<file path="config.mk">
export PLATFORM = sky130hd
export DESIGN_NAME = bb3_div
export DESIGN_NICKNAME = d
export VERILOG_FILES = /design/src/rtl/assert_macros.svh /design/src/rtl/bb3_pkg.sv /design/src/rtl/bb3_div.sv
export SDC_FILE = /design/constraint.sdc
export NUM_CORES = 1
export LEC_CHECK = 0
export BUFFER_PORTS_ARGS = -buffer_cell sky130_fd_sc_hd__buf_4
export CORE_MARGIN = 4
export CORE_UTILIZATION = 40
export DETAILED_ROUTE_END_ITERATION = 16
export PLACE_DENSITY_LB_ADDON = 0.12
export SLEW_MARGIN = 20
export SYNTH_ARGS = -nofsm -noshare
export SYNTH_HDL_FRONTEND = slang
export SYNTH_SLANG_ARGS = --single-unit
</file>
<file path="constraint.sdc">
create_clock -name clk_i -period 2 [get_ports clk_i]
set_input_delay 0.5 -clock clk_i [delete_from_list [all_inputs] [get_ports clk_i]]
set_output_delay 0.5 -clock clk_i [all_outputs]
set_load 0.01 [all_outputs]
</file>
<file path="src/rtl/assert_macros.svh">
// Assertion helpers; define NO_ASSERTIONS to compile them away.
`ifndef ASSERT_MACROS_SVH
`define ASSERT_MACROS_SVH

`ifndef NO_ASSERTIONS

// Checked on every clock edge, masked while in reset.
`define BB3_ASSERT(lbl, prop) \
  lbl: assert property (@(posedge clk_i) disable iff (!rst_ni) prop) \
    else $error("bb3 assertion failed");

// Checked on every clock edge, reset included.
`define BB3_ASSERT_ALWAYS(lbl, prop) \
  lbl: assert property (@(posedge clk_i) prop) \
    else $error("bb3 assertion failed");

`else

`define BB3_ASSERT(lbl, prop)
`define BB3_ASSERT_ALWAYS(lbl, prop)

`endif

`endif

</file>
<file path="src/rtl/bb3_pkg.sv">
package bb3_pkg;

  localparam int MaxWidth = 1024;
  localparam int ColW     = $clog2(MaxWidth);   // column index
  localparam int WidthW   = ColW + 1;           // holds MaxWidth itself
  localparam int RowW     = 16;
  localparam int LineSelW = 2;                  // four row slots
  localparam int MemAw    = LineSelW + ColW;
  localparam int NumCh    = 3;
  localparam int ChW      = 8;
  localparam int SumW     = 12;                 // 9 * 255 fits
  localparam int CntW     = 4;                  // pixel count 1..9
  localparam int NumW     = SumW + 1;           // 2*sum + count
  localparam int DenW     = CntW + 1;           // 2*count
  localparam int StepW    = $clog2(NumW);

  localparam logic CfgIdxWidth  = 1'b0;
  localparam logic CfgIdxHeight = 1'b1;
  localparam int   CfgDataW     = 16;

  typedef logic [NumCh-1:0][ChW-1:0]  rgb_t;    // channel 0 = red
  typedef logic [NumCh-1:0][SumW-1:0] rgb_sum_t;

  // divider request and its answer
  typedef struct packed {
    logic            start;
    logic [CntW-1:0] count;
  } div_req_t;

  typedef struct packed {
    logic done;
    rgb_t quot;
  } div_rsp_t;

endpackage

</file>
<file path="src/rtl/bb3_div.sv">
// Bit-serial restoring divider, three channels sharing one divisor.
// Computes (2*sum + count) / (2*count), one quotient bit per cycle.
module bb3_div (
  input  logic                clk_i,
  input  logic                rst_ni,
  input  bb3_pkg::div_req_t   req_i,
  input  bb3_pkg::rgb_sum_t   sum_i,
  output bb3_pkg::div_rsp_t   rsp_o
);

  logic                                              busy_q, busy_d;
  logic                                              done_q, done_d;
  logic [bb3_pkg::StepW-1:0]                         step_q, step_d;
  logic [bb3_pkg::DenW-1:0]                          den_q, den_d;
  logic [bb3_pkg::NumCh-1:0][bb3_pkg::NumW-1:0]      num_q, num_d;
  logic [bb3_pkg::NumCh-1:0][bb3_pkg::DenW-1:0]      rem_q, rem_d;
  logic [bb3_pkg::NumCh-1:0][bb3_pkg::ChW-1:0]       quot_q, quot_d;
  logic [bb3_pkg::NumCh-1:0][bb3_pkg::DenW:0]        trial;
  logic [bb3_pkg::NumCh-1:0]                         ge;

  always_comb begin
    busy_d = busy_q;
    done_d = 1'b0;
    step_d = step_q;
    den_d  = den_q;
    num_d  = num_q;
    rem_d  = rem_q;
    quot_d = quot_q;
    for (int ch = 0; ch < bb3_pkg::NumCh; ch++) begin
      trial[ch] = {rem_q[ch], num_q[ch][bb3_pkg::NumW-1]};
      ge[ch]    = trial[ch] >= {1'b0, den_q};
    end
    if (req_i.start) begin
      busy_d = 1'b1;
      step_d = bb3_pkg::StepW'(bb3_pkg::NumW - 1);
      den_d  = {req_i.count, 1'b0};
      for (int ch = 0; ch < bb3_pkg::NumCh; ch++) begin
        num_d[ch] = {sum_i[ch], 1'b0} + bb3_pkg::NumW'(req_i.count);
        rem_d[ch] = '0;
      end
    end else if (busy_q) begin
      for (int ch = 0; ch < bb3_pkg::NumCh; ch++) begin
        rem_d[ch]  = ge[ch] ? bb3_pkg::DenW'(trial[ch] - {1'b0, den_q})
                            : trial[ch][bb3_pkg::DenW-1:0];
        num_d[ch]  = {num_q[ch][bb3_pkg::NumW-2:0], 1'b0};
        quot_d[ch] = {quot_q[ch][bb3_pkg::ChW-2:0], ge[ch]};
      end
      if (step_q == '0) begin
        busy_d = 1'b0;
        done_d = 1'b1;
      end else begin
        step_d = step_q - 1'b1;
      end
    end
  end

  always_ff @(posedge clk_i or negedge rst_ni) begin
    if (!rst_ni) begin
      busy_q <= 1'b0;
      done_q <= 1'b0;
      step_q <= '0;
    end else begin
      busy_q <= busy_d;
      done_q <= done_d;
      step_q <= step_d;
    end
  end

  always_ff @(posedge clk_i) begin
    den_q  <= den_d;
    num_q  <= num_d;
    rem_q  <= rem_d;
    quot_q <= quot_d;
  end

  assign rsp_o.done = done_q;
  assign rsp_o.quot = quot_q;

endmodule

</file>
After elaboration in Yosys (flattened, before gate mapping) --
Index checks and enable logic that the tools add are counted.
Cells by class: muxes and demuxes 14, order comparisons 3, reductions and logical operators 4, $add $sub $neg 7, equality and inequality tests 1, bitwise logic cells 1
Operators with widths (count):
- $mux W39 | 2
- $add A13 B4 Y13 | 3
- $ge A6 B5 Y1 | 3
- $mux W5 | 3
- $sub A5 B5 Y5 | 3
- $mux W4 | 3
- $mux W1 | 6
- $logic_not A4 Y1 | 1
- $reduce_and A2 Y1 | 2
- $sub A4 B1 Y4 const B | 1
- $ne A2 B2 Y1 const B | 1
- $reduce_bool A2 Y1 | 1
- $not A1 Y1 | 1
Word-level totals: input port bits 43, output and inout bits 25, bits in registers 88

Longest topological paths before layout --
Gate-level depths: netlist of the first run.
word-level depth 4, depth in mapped cells 7

Worst setup path after synthesis of the first run --
OpenSTA, ideal clock, no wires.
kind input to register, from in req_i[4] in the netlist's numbering, to reg num_q[0] in the netlist's numbering, enable pin, path slack 0.000 ns, setup time 0.392 ns, cell stages on the path 3, path buffers 1, data arrival time 1.609 ns, cell sequence clkbuf_1 nor2_1 inv_1
Between the ends: cells in the longest elaborated chain, start to end 1
RTL lines:
- start: declaration | line bb3_div.sv:6 | input bb3_pkg::div_req_t req_i,
- $reduce_bool A2 Y1 (no source line)
- end signal: assignment | line bb3_div.sv:71 | num_q <= num_d;
- end: declaration | line bb3_div.sv:15 | logic [bb3_pkg::NumCh-1:0][bb3_pkg::NumW-1:0] num_q, num_d;
Every way passes these cells. A chain may end at the register's enable or synchronous reset.

Worst setup path after layout of the first run --
from reg den_q[2] in the netlist's numbering, to reg rem_q[3] in the netlist's numbering
Between the ends: cells in the longest elaborated chain, start to end 2, elaborated cells between the ends (all ways) 3
RTL lines:
- start: declaration | line bb3_div.sv:14 | logic [bb3_pkg::DenW-1:0] den_q, den_d;
- start signal: assignment | line bb3_div.sv:70 | den_q <= den_d;
- $ge A6 B5 Y1 | line bb3_div.sv:31 | ge[ch] = trial[ch] >= {1'b0, den_q};
- named net ge, one bit | line bb3_div.sv:19 | logic [bb3_pkg::NumCh-1:0] ge;
- $mux W5 | line bb3_div.sv:43 | rem_d[ch] = ge[ch] ? bb3_pkg::DenW'(trial[ch] - {1'b0, den_q})
- end signal: assignment | line bb3_div.sv:72 | rem_q <= rem_d;
- end: declaration | line bb3_div.sv:16 | logic [bb3_pkg::NumCh-1:0][bb3_pkg::DenW-1:0] rem_q, rem_d;
The timed path passes the listed nets, and every way through them passes these cells.

==> summary.md, run 1 <==
| Metric | Value |
|---|---|
| Synth Instances | 430 |
| Distinct cells, synth | 50 |
| H-Tree Depth | 3 |
| Number of global-route vias before repair | 3492 |
| Die Width | roughly 120 µm |
| Period utilization | a little over nine tenths |
| Hold Vio Cnt, Final | 0 |
| DRC Markers | 0 |
| Root buf cell | clkbuf_16 |
| Core Rows | 39 |
| Flop pwr share | about 44% |
| Gp weighted congestion | roughly 0.85 |
| Static leakage | ~2.4 nW |
| Clock Skew | 0.0120 ns |
| Critical R2R Capture | rem_q[3] |
| CTS Buf Count | 9 |
| R2R Path Start | den_q[2] |
| Chip Height | 116 µm |
| Hold_sp | req_i[0] |
| Proportion of power drawn by the clock network | between 20 and 30% |
| Ys flop type | edfxtp_1 |
| Commonest cells in the netlist | edfxtp_1, nor2_1, inv_1, nand2_1, o21ai_0 |
| Power Total | approximately 0.0055 W |
| CP required | 2.22 ns |
| GRT busiest layer | met2 |
| Setup Buffers After CTS | 0 |
| CTS tree | done |
| WP data arrival | between 2 and 2.5 ns |
| R2R depth | 6 |
| Share of cells above drive strength 1 | between 20% and 30% |
| Met3 Usage GRT | roughly 3.8% |
| EDFF count, synth | 65 |
| Insertion delay to the later sink of the worst-skew pair | between 0.3 and 0.4 ns |
| Net Count, Synth | between 500 and 600 |
| Placed Area | 0.00545 mm² |
| Antenna violations before repair | 0 |
| 1st-pass router iterations | 4 |
| Grt met2 use | around a quarter |
| Hold Worst Slack | 0.355 ns |
| Comb pwr share | ~28% |
| Pin count of the biggest net entering global routing | 38 |
| Minimum clock period | 1.90 ns |
| Most common cell in the netlist | edfxtp_1 |
| Design area | between 0.005 and 0.006 mm² |
| Final HPWL DP | between 7 and 8 mm |
| Yosys warning count | 0 |
| Via count | 3561 |
| First-pass GRT wire length | 16.2 mm |
| Tot GR Track Use | ~15% |
| Initial core utilization | around two fifths |
| Met1 global-route usage | 20.0% |
| Share of the synthesized area in the top cell type | between 40% and 50% |
| Clock sink count | 86 |
| CP Class | flop to flop |
| CP startpoint kind | flop |
| Top post-synthesis cells by area | edfxtp_1, dfxtp_1, ha_1, nor2_1, dfrtp_1 |
| PD cells | approximately 960 mW/mm² |
| Worst hold endpoint | den_q[1] |
| Reg clk slew, reported paths | around 0.060 ns |
| Die footprint | between 0.01 and 0.015 mm² |
| Worst reg2reg setup slack | roughly 0.1 ns |
| Sw Share | between 30 and 40% |
| Critical Path Sink Type | flop |
| Cell Int Power | 0.00385 W |
| 1st-iter DRT viols | 210 |
| Core area | approximately 0.011 mm² |
| Total Nets Final | around 590 |
| #FFs+latches synth | 86 |
| Max_cap viols | 0 |
| Hold path cells | 1 |
| Achievable Freq | about 0.53 GHz |
| Final antenna-violating net count | 0 |
| CTS Buffer Depth | 2 |
| Largest fanout on the critical path | 4 |
| Status | finished clean |
| Final Slew Violations | 0 |
| Routed WL per cell | between 10 and 15 µm |
| RSZ-0062 raised after global routing | false |
| # IOs | slightly below 70 |
| Slew margin rel. | 63.3% |
| Global route overflow | 0 |
| Async SR Flop Fraction | under 10% |
| Sequential share of the synthesized area | between 50% and 60% |
| Slew @ Worst Pin | ~0.55 ns |
| Synth Cell Area | 0.00466 mm² |
| Psw | around 0.0017 W |
| Avg Vias per Cell | about 5.4 |
| Area Overhead vs Synth | 23.0% |
| ANT cells | 0 |
| Synth area leader | edfxtp_1 |
| Setup violators final | 0 |
| DRT Wirelength | just under 10 mm |
| Peak supply drop | between 0.5 and 0.6 mV |
| I/O Buffers | 67 |
| Hold crit path type | input pin to flop |
| Synth Area per Inst | between 10 and 15 µm² |
-- placed cells by master (no fill, tap or decap), types with 12 or more instances in the layout --
cell type | Yosys | final
o21ai_0 | 23 | 23
a21oi_1 | 19 | 19
edfxtp_1 | 65 | 65
or3_1 | 14 | 14
a31oi_1 | 16 | 16
buf_4 | 1 | 88
dfxtp_1 | 15 | 15
inv_1 | 29 | 27
nand2_1 | 29 | 29
nor2_1 | 47 | 47
xor2_1 | 12 | 12
ha_1 | 22 | 22
-- per-stage QoR --
step	setup slack (ns)	utilization (%)	std cells	TNS [ns]
after CTS	0.0878	50.2	665	0
after global placement	-0.184	47.7	648	-2.04
after global routing	0.0199	50.2	665	0
after floorplan	0.0697	-	430	0
after detailed placement	-0.220	47.7	648	-2.20
final	0.102	50.2	665	0
-- power groups by stage --
stage | registers, W | logic, W | clock network (W)
2_1_floorplan | 0.00247 | 0.00102 | 0
3_3_place_gp | 0.00248 | 0.00150 | 0
5_1_grt | 0.00248 | 0.00173 | 0.00172
6_report | 0.00245 | 0.00152 | 0.00156
3_5_place_dp | 0.00249 | 0.00152 | 0
4_1_cts | 0.00245 | 0.00153 | 0.00162
-- logic make-up after synthesis --
group	Yosys count	synth area share [%]
fa+ha+maj	28	8.48
flops	86	51.5
buf+inv	44	4.43
xor+xnor	23	4.32
simple gates	138	14.7
compound gates	102	14.4
mux	9	2.09
-- timing repair --
item / 4_1_cts / 5_1_grt
hold buffers: 1 / 0
endpoints found under the hold margin: 6 / 0
gates resized for setup: 0 / 1
endpoints found under the setup margin: 0 / 2
-- layout make-up --
cell class / instances / area (µm²)
Fill cell: 1049 / 5690
Clock inverter: 6 / 47.5
Inverter: 29 / 113
Timing Repair Buffer: 91 / 711
Sequential cell: 86 / 2400
Tap cell: 143 / 179
Multi-Input combinational cell: 300 / 2050
Clock buffer: 10 / 229
-- per-layer routing --
metal / vias up / part of all wire, %
li1: 1768 / -
met1: 1695 / 46
met2: 82 / 47
met3: 16 / 5.0
met4: 0 / 1.4
met5: - / 0
-- worst max-delay path, cell delays in order (launching register included) --
cell and delay, ns:
edfxtp_1 0.44, inv_1 0.17, ha_1 0.28, o21ai_0 0.20, a31oi_1 0.12, o21a_1 0.28, o311a_1 0.30
-- registers in the layout, summed over array words and instances, names as in the netlist --
name and count:
rsp_o 24, rem_q 15, step_q 4, busy_q 1, num_q 37, den_q 4, done_q 1
-- worst max path at each step --
| stage | startpoint | end | slack [ns] | cells after the start |
|---|---|---|---|---|
| floorplan | req_i[4] | num_q[0] | 0.07 | 3 |
| global placement | req_i[1] | num_q[35] | -0.18 | 8 |
| detailed placement | req_i[1] | num_q[31] | -0.22 | 8 |
| CTS | den_q[4] | rem_q[6] | 0.09 | 5 |
| global route | den_q[2] | rem_q[11] | 0.02 | 6 |
| finish | den_q[2] | rem_q[3] | 0.10 | 6 |
Note: power is estimated with default switching activity, not from simulation.
==> run 2: changes to the inputs <==
--- a/config.mk
+++ b/config.mk
@@ -6,8 +6,10 @@
 export NUM_CORES = 1
 export LEC_CHECK = 0
 export BUFFER_PORTS_ARGS = -buffer_cell sky130_fd_sc_hd__buf_4
+export CELL_PAD_IN_SITES_DETAIL_PLACEMENT = 1
+export CELL_PAD_IN_SITES_GLOBAL_PLACEMENT = 2
 export CORE_MARGIN = 4
-export CORE_UTILIZATION = 40
+export CORE_UTILIZATION = 37
 export DETAILED_ROUTE_END_ITERATION = 16
 export PLACE_DENSITY_LB_ADDON = 0.12
 export SLEW_MARGIN = 20
==> run 2 against run 1 <==
Compared with the run above: first-iteration DRC count is 5.2% lower; highest routed layer unchanged; via count is 0.39% lower; wire length rose by 13%; power increased by 4.9%.
==> summary.md, run 2 (synthesis results as in run 1) <==
| Metric | Value |
|---|---|
| Status | finished clean |
| 1st-iter DRT viols | 199 (-5.2%) |
| Clock Skew | 0.00488 ns (-0.00715 ns) |
| Max incr delay on CP | 0.42 ns (-0.02 ns) |
| Peak supply drop | 0.343 mV (-35%) |
| DR WL met3 | 483 µm (-0.62%) |
| Total Nets Final | 588 (unchanged) |
| Chip Height | 120 µm (+3.7%) |
| CP required | 2.09 ns (-0.13 ns) |
| Crit path buf inv count | 2 (+1) |
| Achievable Freq | 0.533 GHz (+1.2%) |
| Hold path cells | 1 (unchanged) |
| Clock sink count | 86 (unchanged) |
| Most frequent cells in the layout | buf_4, edfxtp_1, nor2_1 |
| CTS tree | done |
| Worst hold endpoint | den_q[1] |
| Finished Core Util | 47.6% (-2.6 points) |
| Initial core utilization | 38.3% (-2.5 points) |
| Insertion delay to the later sink of the worst-skew pair | 0.35 ns (about the same) |
| Worst-path cell chain | buf_4 > ha_1 > inv_1 > fa_1 > nor2b_1 > o2111ai_1 > xor2_1 > a21oi_1 |
| CTS Buf Count | 9 (unchanged) |
| Root buf cell | clkbuf_16 |
| Hold crit path type | input pin to flop |
| Core area | 0.0122 mm² (+6.5%) |
| Multi-input gate area | 0.00205 mm² (unchanged) |
| Critical R2R Capture | rem_q[3] |
| Die Width | 120 µm (+3.7%) |
| Minimum clock period | 1.88 ns (-0.0217 ns) |
| Gp weighted congestion | 0.801 (-5.8%) |
| Core Rows | 40 (+2.6%) |
| Slew margin rel. | 64.4% (+1.0 points) |
| H-Tree Depth | 3 (unchanged) |
| Die footprint | 0.0145 mm² (+7.5%) |
| Avg Vias per Cell | 5.14 (-4.0%) |
| Tot GR Track Use | 16.1% (+0.71 points) |
| Fillers | 1380 (+32%) |
| Global route overflow | 0 (unchanged) |
| Reg clk slew, reported paths | 0.07 ns (about the same) |
| CP startpoint kind | input pin |
| Final WS setup | 0.124 ns (+0.0217 ns) |
| Share of cells above drive strength 1 | 24.1% (+0.38 points) |
| Period utilization | 93.8% (-1.1 points) |
| CP Class | input pin to flop |
| R2R depth | 5 (-1) |
| Register Area | 0.00240 mm² (unchanged) |
| Top Family by Delay on Critical Path | adder cells |
| Largest fanout on the critical path | 4 (unchanged) |
| Antenna violations before repair | 0 (unchanged) |
| Most common cell after layout, fill and taps aside | buf_4 |
| Final Slew Violations | 0 (unchanged) |
| ANT cells | 0 (unchanged) |
| 1st-pass router iterations | 4 (unchanged) |
| Worst reg2reg setup slack | 0.14 ns (+0.04 ns) |
| Hold Vio Cnt, Final | 0 (unchanged) |
| Largest Register | num_q |
| # IOs | 68 (unchanged) |
| Met2 wire length | 5.29 mm (+15%) |
| RSZ-0062 raised after global routing | false |
| Slew @ Worst Pin | 0.535 ns (-0.0148 ns) |
| Place WS | -0.228 ns (-0.00736 ns) |
| CTS Buffer Depth | 2 (unchanged) |
| Static leakage | 2.38 nW (+0.23%) |
| Routed WL per cell | 15.9 µm (+9.1%) |
| I/O Buffers | 67 (unchanged) |
| DRC Markers | 0 (unchanged) |
| Pin count of the biggest net entering global routing | 53 (+39%) |
| Setup violators final | 0 (unchanged) |
| DRT Wirelength | 11.0 mm (+13%) |
| PD cells | 1000 mW/mm² (+3.9%) |
| Critical Path Sink Type | flop |
| Power Total | 0.00580 W (+4.9%) |
| Max_cap viols | 0 (unchanged) |
| M1 WL | 5.08 mm (+13%) |
| Top routing layer in use | met4 |
| Final antenna-violating net count | 0 (unchanged) |
| Hold_sp | req_i[0] |
| Critical Path Slowest Stage Cell | fa_1 |
| Number of global-route vias before repair | 3757 (+7.6%) |
| First-pass GRT wire length | 18.3 mm (+13%) |
| Largest register FFs | 37 (unchanged) |
| Post-Route Setup TNS | 0 ns (unchanged) |
| Area Overhead vs Synth | 24.2% |
| WP data arrival | 1.97 ns (-0.15 ns) |
| Final HPWL DP | 8.20 mm (+15%) |
| R2R Path Start | den_q[4] |
| Via count | 3547 (-0.39%) |
-- run 2: worst max-delay path by stage --
| stage | startpoint | cells past startpoint | to | slack (ns) |
|---|---|---|---|---|
| floorplan | req_i[4] | 3 | num_q[0] | 0.07 |
| global placement | req_i[1] | 8 | num_q[37] | -0.17 |
| detailed placement | req_i[1] | 8 | num_q[35] | -0.23 |
| CTS | den_q[4] | 5 | rem_q[6] | 0.06 |
| global route | den_q[3] | 6 | rem_q[1] | 0.03 |
| finish | req_i[1] | 8 | num_q[35] | 0.12 |
-- run 2: power by group --
| part | switching [W] | internal, W | total [W] |
|---|---|---|---|
| Combinational | 0.000846 | 0.000726 | 0.00157 |
| Clock | 0.000779 | 0.000999 | 0.00178 |
| Sequential | 0.000180 | 0.00227 | 0.00245 |
| Total | 0.00180 | 0.00400 | 0.00580 |
-- run 2: area by class of cell --
cell class	instances	share of cell area [%]
clock inverters	7	1.51
repair buffers	91	12.1
inverters	29	1.95
well taps	168	3.63
clock buffers	9	3.89
flip-flops and latches	86	41.5
multi-input cells	300	35.5
-- run 2: metal layers --
| layer | global-route usage (%) | up-vias |
|---|---|---|
| met5 | 0 | - |
| met4 | 4.89 | 0 |
| met3 | 4.07 | 12 |
| met2 | 26.2 | 67 |
| met1 | 21.2 | 1709 |
| li1 | - | 1759 |
-- run 2: metrics by stage --
step | std cells | hold WS [ns] | cell area [µm²]
2_1_floorplan | 430 | 0.204 | 4660
3_3_place_gp | 673 | 0.309 | 5470
3_5_place_dp | 673 | 0.314 | 5470
4_1_cts | 690 | 0.332 | 5790
5_1_grt | 690 | 0.325 | 5790
6_report | 690 | 0.345 | 5790
-- run 2: timing repair --
| item | 4_1_cts | 5_1_grt |
|---|---|---|
| setup endpoints to repair | 1 | 3 |
| buffers inserted | 0 | 0 |
| hold buffers | 1 | 0 |
| hold endpoints to repair | 6 | 0 |
| resized for setup | 1 | 3 |
